===== config.mk =====
export PLATFORM = sky130hd
export DESIGN_NAME = connected_prefix_match_table
export DESIGN_NICKNAME = d
export VERILOG_FILES = /design/src/cpm_pkg.sv /design/src/cpm_table.sv /design/src/cpm_match.sv /design/src/connected_prefix_match_table.sv
export SDC_FILE = /design/constraint.sdc
export NUM_CORES = 2
export LEC_CHECK = 0
export BUFFER_PORTS_ARGS = -buffer_cell sky130_fd_sc_hd__buf_2
export CELL_PAD_IN_SITES_DETAIL_PLACEMENT = 1
export CELL_PAD_IN_SITES_GLOBAL_PLACEMENT = 1
export CORE_MARGIN = 2
export CORE_UTILIZATION = 25
export CTS_CLUSTER_DIAMETER = 80
export CTS_CLUSTER_SIZE = 8
export DETAILED_ROUTE_END_ITERATION = 10
export PLACE_DENSITY_LB_ADDON = 0.1
export SLEW_MARGIN = 20
export SYNTH_ARGS = -nofsm -noshare
export SYNTH_HDL_FRONTEND = slang
export SYNTH_HIERARCHICAL = 1
export SYNTH_SLANG_ARGS = --single-unit

===== constraint.sdc =====
create_clock -name clk -period 17.3 [get_ports clk]
set_clock_uncertainty 0.1 [all_clocks]
set_input_delay 1.73 -clock clk [delete_from_list [all_inputs] [get_ports clk]]
set_output_delay 1.73 -clock clk [all_outputs]
set_load 0.05 [all_outputs]

===== src/cpm_pkg.sv =====
// Shared types and constants for the connected prefix match table.
`timescale 1ns / 1ps

package cpm_pkg;

	// Table depth and the width of an entry address
	localparam int ENTRIES = 16;
	localparam int IDX_W   = (ENTRIES > 1) ? $clog2(ENTRIES) : 1;

	// Largest IPv4 length the 6-bit store holds
	localparam logic [7:0] V4_LEN_MAX = 8'd63;

	typedef enum logic [1:0] {
		MODE_ADDR   = 2'd0,
		MODE_STATUS = 2'd1,
		MODE_QUERY  = 2'd2
	} mode_t;

	typedef enum logic [1:0] {
		FAM_NONE = 2'd0,
		FAM_V4   = 2'd1,
		FAM_V6   = 2'd2
	} family_t;

	typedef enum logic [1:0] {
		ST_IDLE,
		ST_WRITE,
		ST_SCAN,
		ST_PUSH
	} state_t;

	// One table entry as stored in the memory
	typedef struct packed {
		logic        up;
		logic [31:0] if_index;
		logic [31:0] v4_addr;
		logic [5:0]  v4_len;
		logic [63:0] v6_high;
		logic [63:0] v6_low;
		logic [7:0]  v6_len;
	} entry_t;

endpackage


===== src/cpm_table.sv =====
// Entry memory with one read and one write port and per-entry valid bits.
`timescale 1ns / 1ps

module cpm_table (
	input  logic                     clk,
	input  logic                     arst_n,
	input  logic                     rd_en,
	input  logic [cpm_pkg::IDX_W-1:0] rd_addr,
	output cpm_pkg::entry_t          rd_data,
	input  logic                     wr_en,
	input  logic [cpm_pkg::IDX_W-1:0] wr_addr,
	input  cpm_pkg::entry_t          wr_data
);

	cpm_pkg::entry_t                    mem [cpm_pkg::ENTRIES];
	logic [cpm_pkg::ENTRIES-1:0]        valid_q;
	cpm_pkg::entry_t                    rd_word_q;
	logic                               rd_valid_q;

	// Write the entry array
	always_ff @(posedge clk) begin
		if (wr_en) begin
			mem[wr_addr] <= wr_data;
		end
	end

	// Register the read word
	always_ff @(posedge clk) begin
		if (rd_en) begin
			rd_word_q <= mem[rd_addr];
		end
	end

	// Track written entries; reset marks all of them empty
	always_ff @(posedge clk or negedge arst_n) begin
		if (!arst_n) begin
			valid_q    <= '0;
			rd_valid_q <= 1'b0;
		end else begin
			if (wr_en) begin
				valid_q[wr_addr] <= 1'b1;
			end
			if (rd_en) begin
				rd_valid_q <= valid_q[rd_addr];
			end
		end
	end

	// An entry never written reads as all zero
	assign rd_data = rd_valid_q ? rd_word_q : '0;

endmodule


===== src/cpm_match.sv =====
// Prefix containment check of a query address against one table entry.
`timescale 1ns / 1ps

module cpm_match (
	input  cpm_pkg::entry_t entry,
	input  logic [1:0]      family,
	input  logic [63:0]     addr_high,
	input  logic [63:0]     addr_low,
	output logic            hit
);

	logic [31:0]  v4_mask;
	logic [127:0] v6_mask;
	logic         v4_ok;
	logic         v6_ok;

	// Build the prefix masks from the stored lengths
	assign v4_mask = ~(32'hFFFF_FFFF >> entry.v4_len);
	assign v6_mask = ~({128{1'b1}} >> entry.v6_len);

	// Skip empty prefixes and lengths beyond the address width
	assign v4_ok = (entry.v4_len != 6'd0) && (entry.v4_len <= 6'd32) &&
	               (((entry.v4_addr ^ addr_low[31:0]) & v4_mask) == 32'd0);
	assign v6_ok = (entry.v6_len != 8'd0) && (entry.v6_len <= 8'd128) &&
	               ((({entry.v6_high, entry.v6_low} ^ {addr_high, addr_low}) & v6_mask)
	                == 128'd0);

	// Select by family; only up entries count
	always_comb begin
		unique case (cpm_pkg::family_t'(family))
			cpm_pkg::FAM_V4: hit = entry.up && v4_ok;
			cpm_pkg::FAM_V6: hit = entry.up && v6_ok;
			default:         hit = 1'b0;
		endcase
	end

endmodule


===== src/connected_prefix_match_table.sv =====
// Top level: item control, table walk and result register.
// Connected prefix match table.
// Input channel (valid/ready) carries one item: mode, slot, family, address,
// prefix length, link flag and interface index. Mode 0 loads the IPv4 or IPv6
// record of a slot, mode 1 loads its up flag and interface index, mode 2
// queries. Only queries give a result on the output channel: found and the
// interface index of the lowest-numbered up entry whose prefix holds the address.
// A write item reads the entry, then writes the merged entry back.
// A query walks the entry memory one entry per cycle from entry 0 and stops at
// the first hit, then loads the result register and returns to idle to take the
// next item. A query with family none walks no entry and loads its result
// directly. The walk rate is set by the single read port of the entry memory.
// Mode 3 is accepted and dropped.
// Reset clears the valid bits of all entries at once, so the table reads empty
// with no clearing pass, and drops any item in flight.
// The result sits in an output register; the next item is taken while it waits.
// When the receiver stalls with a result still held, a finished query holds its
// answer and accepts no further item until the output register frees.
`timescale 1ns / 1ps

module connected_prefix_match_table (
	input  logic        clk,
	input  logic        arst_n,
	input  logic        in_valid,
	output logic        in_ready,
	input  logic [1:0]  mode,
	input  logic [3:0]  slot,
	input  logic [1:0]  family,
	input  logic [63:0] addr_high,
	input  logic [63:0] addr_low,
	input  logic [7:0]  prefix_length,
	input  logic        link_up,
	input  logic [31:0] interface_index,
	output logic        out_valid,
	input  logic        out_ready,
	output logic        found,
	output logic [31:0] match_index
);

	localparam logic [cpm_pkg::IDX_W-1:0] LAST_IDX = cpm_pkg::IDX_W'(cpm_pkg::ENTRIES - 1);

	cpm_pkg::state_t          state_q, state_d;
	logic [cpm_pkg::IDX_W-1:0] idx_q, idx_d;

	// Latched item payload
	logic [1:0]  mode_q, family_q;
	logic [cpm_pkg::IDX_W-1:0] slot_q;
	logic [63:0] high_q, low_q;
	logic [7:0]  plen_q;
	logic        link_q;
	logic [31:0] ifidx_q;

	// Pending result and output register
	logic        res_found_q, res_found_d;
	logic [31:0] res_index_q, res_index_d;
	logic        out_valid_q;
	logic        found_q;
	logic [31:0] match_index_q;

	// Memory port signals
	logic                     rd_en, wr_en;
	logic [cpm_pkg::IDX_W-1:0] rd_addr;
	cpm_pkg::entry_t          rd_data, wr_data;
	logic                     hit;
	logic                     accept, slot_ok, push;

	assign accept  = in_valid && in_ready;
	assign slot_ok = {5'd0, slot} < 9'(cpm_pkg::ENTRIES);

	cpm_table u_table (
		.clk     (clk),
		.arst_n  (arst_n),
		.rd_en   (rd_en),
		.rd_addr (rd_addr),
		.rd_data (rd_data),
		.wr_en   (wr_en),
		.wr_addr (slot_q),
		.wr_data (wr_data)
	);

	cpm_match u_match (
		.entry     (rd_data),
		.family    (family_q),
		.addr_high (high_q),
		.addr_low  (low_q),
		.hit       (hit)
	);

	// Merge the latched write into the entry read back
	always_comb begin
		wr_data = rd_data;
		unique case (cpm_pkg::mode_t'(mode_q))
			cpm_pkg::MODE_ADDR: begin
				if (cpm_pkg::family_t'(family_q) == cpm_pkg::FAM_V4) begin
					wr_data.v4_addr = low_q[31:0];
					wr_data.v4_len  = (plen_q > cpm_pkg::V4_LEN_MAX) ?
					                  cpm_pkg::V4_LEN_MAX[5:0] : plen_q[5:0];
				end else begin
					wr_data.v6_high = high_q;
					wr_data.v6_low  = low_q;
					wr_data.v6_len  = plen_q;
				end
			end
			default: begin
				wr_data.up       = link_q;
				wr_data.if_index = ifidx_q;
			end
		endcase
	end

	// Next state, memory control and result capture
	always_comb begin
		state_d     = state_q;
		idx_d       = idx_q;
		res_found_d = res_found_q;
		res_index_d = res_index_q;
		in_ready    = 1'b0;
		rd_en       = 1'b0;
		rd_addr     = idx_q;
		wr_en       = 1'b0;
		push        = 1'b0;
		unique case (state_q)
			cpm_pkg::ST_IDLE: begin
				in_ready = 1'b1;
				if (in_valid) begin
					case (mode)
						cpm_pkg::MODE_ADDR: begin
							if (slot_ok && (family == cpm_pkg::FAM_V4 ||
							                family == cpm_pkg::FAM_V6)) begin
								rd_en   = 1'b1;
								rd_addr = cpm_pkg::IDX_W'({28'd0, slot});
								state_d = cpm_pkg::ST_WRITE;
							end
						end
						cpm_pkg::MODE_STATUS: begin
							if (slot_ok) begin
								rd_en   = 1'b1;
								rd_addr = cpm_pkg::IDX_W'({28'd0, slot});
								state_d = cpm_pkg::ST_WRITE;
							end
						end
						cpm_pkg::MODE_QUERY: begin
							res_found_d = 1'b0;
							res_index_d = 32'd0;
							if (family == cpm_pkg::FAM_V4 || family == cpm_pkg::FAM_V6) begin
								rd_en   = 1'b1;
								rd_addr = '0;
								idx_d   = '0;
								state_d = cpm_pkg::ST_SCAN;
							end else begin
								state_d = cpm_pkg::ST_PUSH;
							end
						end
						default: ;
					endcase
				end
			end
			cpm_pkg::ST_WRITE: begin
				wr_en   = 1'b1;
				state_d = cpm_pkg::ST_IDLE;
			end
			cpm_pkg::ST_SCAN: begin
				// Check the entry read last cycle; fetch the next one if the walk goes on
				if (hit) begin
					res_found_d = 1'b1;
					res_index_d = rd_data.if_index;
					state_d     = cpm_pkg::ST_PUSH;
				end else if (idx_q == LAST_IDX) begin
					state_d = cpm_pkg::ST_PUSH;
				end else begin
					idx_d   = idx_q + cpm_pkg::IDX_W'(1);
					rd_en   = 1'b1;
					rd_addr = idx_q + cpm_pkg::IDX_W'(1);
				end
			end
			cpm_pkg::ST_PUSH: begin
				if (!out_valid_q || out_ready) begin
					push    = 1'b1;
					state_d = cpm_pkg::ST_IDLE;
				end
			end
			default: state_d = cpm_pkg::ST_IDLE;
		endcase
	end

	// Hold control state
	always_ff @(posedge clk or negedge arst_n) begin
		if (!arst_n) begin
			state_q     <= cpm_pkg::ST_IDLE;
			out_valid_q <= 1'b0;
		end else begin
			state_q <= state_d;
			if (push) begin
				out_valid_q <= 1'b1;
			end else if (out_ready) begin
				out_valid_q <= 1'b0;
			end
		end
	end

	// Latch payload, walk index and results
	always_ff @(posedge clk) begin
		idx_q       <= idx_d;
		res_found_q <= res_found_d;
		res_index_q <= res_index_d;
		if (accept) begin
			mode_q   <= mode;
			family_q <= family;
			slot_q   <= cpm_pkg::IDX_W'({28'd0, slot});
			high_q   <= addr_high;
			low_q    <= addr_low;
			plen_q   <= prefix_length;
			link_q   <= link_up;
			ifidx_q  <= interface_index;
		end
		if (push) begin
			found_q       <= res_found_q;
			match_index_q <= res_index_q;
		end
	end

	assign out_valid   = out_valid_q;
	assign found       = found_q;
	assign match_index = match_index_q;

endmodule

==> summary.md <==
| Metric | Value |
|---|---|
| Req. time, crit path | 17.92 ns |
| Largest net degree at the start of global routing | 111 |
| Yosys warning total | 6 |
| Setup ws final | 7.61 ns |
| Async S/R FF share, synth | 0.00528 |
| R2R Setup Slk | 7.61 ns |
| Reg-to-reg endpoint | u_table/rd_word_q[88] |
| Hold WC Path Type | flip-flop to flip-flop |
| Sequence of cells on the critical path | buf_12 > buf_4 > and2_2 > buf_4 > or2_2 > o31ai_1 > nand4b_1 > a211oi_1 > o211ai_1 > a2111oi_0 > a32o_1 > a31oi_1 > mux2i_1 > nor2b_1 > a221o_4 > buf_12 > buf_4 > mux4_2 > nor2b_1 > a211oi_1 > a21oi_1 |
| Worst R2R Start | u_table/rd_valid_q |
| DRT iter0 DRCs | 5927 |
| CP max stage delay | 0.85 ns |
| Post-synthesis simple-gate area fraction | 0.0225 |
| Post-DP HPWL | 257000 um |
| Synth Area per Inst | 22.5 um2 |
| Switching Share | 0.328 |
| Setup bufs post-CTS | 0 |
| Period utilisation layout | 0.560 |
| Overall Global Routing Usage | 0.160 |
| Post-route setup TNS | 0 ns |
| Initial antenna violation count | 46 |
| Hold path startpoint | res_index_q[28] |
| Peak supply drop | 0.211 mV |
| Internal power | 22.1 mW |
| Sequential fraction of design power | 0.381 |
| Synthesis-to-finish area growth | 18.0% |
| CTS max path bufs | 4 |
| Gr ovfl total | 0 |
| Vias in the first global route | 77057 |
| Register-to-Register Path Depth | 21 |
| Num rows | 281 |
| Worst-path fanout max | 81 |
| Worst slew margin | 0.251 |
| CTS Buf Count | 550 |
| Fmax | 0.103 GHz |
| Xor and xnor area share after synthesis | 0.00958 |
| CTS tree | yes |
| Synth area leader | edfxtp_1 |
| Unrepaired setup endpoints after global routing | false |
| Die area | 595000 um2 |
| Number of synthesized flops with an enable pin | 3766 |
| Most used cell, CP | buf_4 |
| Yosys top cell area share | 0.768 |
| Final core occ | 0.296 |
| Mux contribution to synthesized area | 0.166 |
| Power share of the clock group | 0.297 |
| PnR Total Power | 32.9 mW |
| Compound-gate portion of the synthesized area | 0.0184 |
| Total area of sequential cells | 114000 um2 |
| Root Driver | clkbuf_16 |
| First-pass GRT wire length | 660000 um |
| WL/cell | 32.0 um |
| Sequential fraction of the synthesis area | 0.772 |
| Vias | 70340 |
| Hold Buf Count CTS | 0 |
| CP max-delay cell | a32o_1 |
| Drt pass-1 iters | 5 |
| Gp weighted congestion | 0.754 |
| Crit path DAT | 10.31 ns |
| Starting Density | 0.251 |
| Hold-critical path endpoint | match_index[28] |
| Final Hold Fails | 0 |
| Main synth FF type | edfxtp_1 |
| Die X | 771 um |
| Largest family of logic cells by synthesized area | multiplexers |
| Distinct cell type count after synthesis | 76 |
| Crit. End Element | flip-flop |
| Post-route cell area | 174000 um2 |
| Synthesized flop and latch total | 3786 |
| Final Slew Violations | 0 |
| # resized after CTS | 0 |
| Clock Sink Count | 3786 |
| Switching power | 10.8 mW |
| Max_cap viols | 0 |
| Critical path class | flip-flop to flip-flop |
| # IOs | 216 |
| CP Launch Type | flip-flop |
| Die H | 771 um |
| Syn Nets | 6740 |
| # port buffers | 215 |
| Clock-pin slew on the worst setup and hold paths | 0.05 ns |
| Final setup viols | 0 |
| Antenna Violating Nets Remaining | 0 |
| Combinational fraction of design power | 0.322 |
| Drt drc | 0 |
| H-tree levels | 6 |
| Area contributors post-synth | edfxtp_1 (77%), mux4_2 (14%), and2_1 (1.2%), mux2_2 (1.2%), mux2i_1 (0.69%) |
| Vias per inst | 4.67 |
| Area of the multi-input gates | 32300 um2 |
| DP Worst Slack | 7.46 ns |
| Final period demand of the worst path | 9.69 ns |
| Leakage | 54.0 nW |
| Fin nets | 7350 |
| P per Cell Area | 189 nW/um2 |
| FILL cells | 58140 |
| Routed WL | 482000 um |
| Worst hold path depth | 0 |
| Synth Instances | 6553 |
| Core area | 586000 um2 |
| Adder-cell share of the synthesized area | 0.000578 |
| Worst slew pin tran | 1.12 ns |
| Worst-Skew Late Latency | 1.06 ns |
| Layout cell share with drive strength beyond 1 | 0.304 |
| Outcome | completed |
| Post-DP Area | 159000 um2 |
| Mapped cell area | 147000 um2 |
## sequential cells by signal (all words and copies together), names as in the netlist, 2 cells and up
register           cells
idx_q                  4
ifidx_q               32
low_q                 64
family_q               2
high_q                64
u_table/mem         3312
res_index_q           32
u_table/rd_word_q    207
state_q                2
plen_q                 8
slot_q                 4
match_index           32
u_table/valid_q       16
mode_q                 2
## through the flow
step | hold WS (ns) | instances
finish | 0.308 | 15047
global route | 0.323 | 15035
floorplan | 0.300 | 6553
CTS | 0.314 | 15033
global placement | 0.301 | 14392
detailed placement | 0.306 | 14392
## layer usage
layer | GRT usage | wire [um] | share of wire | vias up
li1 | - | - | - | 28567
met2 | 0.258 | 228000 | 0.47 | 1787
met3 | 0.0252 | 23400 | 0.049 | 650
met5 | 0 | 13 | 0.000027 | -
met4 | 0.0390 | 11400 | 0.024 | 2
met1 | 0.225 | 220000 | 0.46 | 39334
## synth_stat cells, drive strengths merged, types with 5 or more instances
| cell type | count |
|---|---|
| o21ai | 45 |
| nand2b | 6 |
| o31ai | 5 |
| a22oi | 8 |
| and3 | 7 |
| a31oi | 15 |
| or2 | 22 |
| a211o | 5 |
| mux2i | 102 |
| o221ai | 5 |
| nor3 | 18 |
| nand4 | 9 |
| edfxtp | 3766 |
| o211ai | 6 |
| dfrtp | 20 |
| a211oi | 105 |
| nor2b | 57 |
| ha | 6 |
| a221o | 6 |
| buf | 164 |
| xnor2 | 64 |
| nor2 | 67 |
| mux4 | 940 |
| o22ai | 13 |
| mux2 | 201 |
| o21a | 5 |
| or4 | 5 |
| clkbuf | 185 |
| nand2 | 39 |
| nor4 | 15 |
| or3 | 5 |
| xor2 | 97 |
| nand3 | 12 |
| a21oi | 179 |
| and2 | 294 |
| inv | 13 |
## worst max-delay path, delay by kind of cell (launching register included)
| kind | cells | cell delay (ns) |
|---|---|---|
| compound gates | 9 | 3.74 |
| mux | 2 | 0.77 |
| flops | 1 | 0.70 |
| buf+inv | 5 | 2.38 |
| simple gates | 5 | 1.18 |
## cell type report
type                            instances  share of cell area
Antenna cell                           13            0.000187
Multi-Input combinational cell       2405               0.186
Inverter                               13            0.000324
Timing Repair Buffer                  407              0.0169
Clock inverter                         54             0.00524
Tap cell                             7782              0.0561
Clock buffer                          587              0.0814
Sequential cell                      3786               0.654
## worst max path at each step
stage,endpoint,slack (ns),cells past startpoint,start
2_1_floorplan,u_table/valid_q[0],0.53,6,state_q[0]
3_3_place_gp,u_table/rd_word_q[142],7.05,19,u_table/rd_valid_q
3_5_place_dp,u_table/rd_word_q[88],7.46,20,u_table/rd_valid_q
4_1_cts,u_table/rd_word_q[88],7.43,20,u_table/rd_valid_q
5_1_grt,u_table/rd_word_q[88],7.04,21,u_table/rd_valid_q
6_report,u_table/rd_word_q[88],7.61,21,u_table/rd_valid_q
## kinds of logic after synthesis
kind of cell / Yosys count
flops: 3786
mux: 1243
simple gates: 566
compound gates: 428
buf+inv: 362
xor+xnor: 161
fa+ha+maj: 7
## power by group through the flow
stage	clock (mW)	sequential (mW)	combinational, mW
floorplan	0	12.7	7.01
global placement	0	12.7	10.8
detailed placement	0	12.7	10.9
CTS	10.1	12.5	10.9
global route	10.4	12.6	11.5
finish	9.75	12.5	10.6
## placed cells by master, fill, tap and decap left out, types with 14 or more instances in the layout
| master | instances |
|---|---|
| a211oi_1 | 105 |
| a21oi_1 | 174 |
| a31oi_1 | 15 |
| and2_1 | 292 |
| buf_12 | 33 |
| buf_2 | 215 |
| buf_4 | 159 |
| clkbuf_1 | 26 |
| clkbuf_16 | 561 |
| dfrtp_1 | 19 |
| edfxtp_1 | 3766 |
| mux2_1 | 40 |
| mux2_2 | 161 |
| mux2i_1 | 102 |
| mux4_2 | 940 |
| nand2_1 | 37 |
| nor2_1 | 52 |
| nor2_4 | 14 |
| nor2b_1 | 55 |
| o21ai_0 | 44 |
| or2_2 | 21 |
| xnor2_1 | 62 |
| xor2_1 | 84 |
Power figures use the tool's default switching activity.
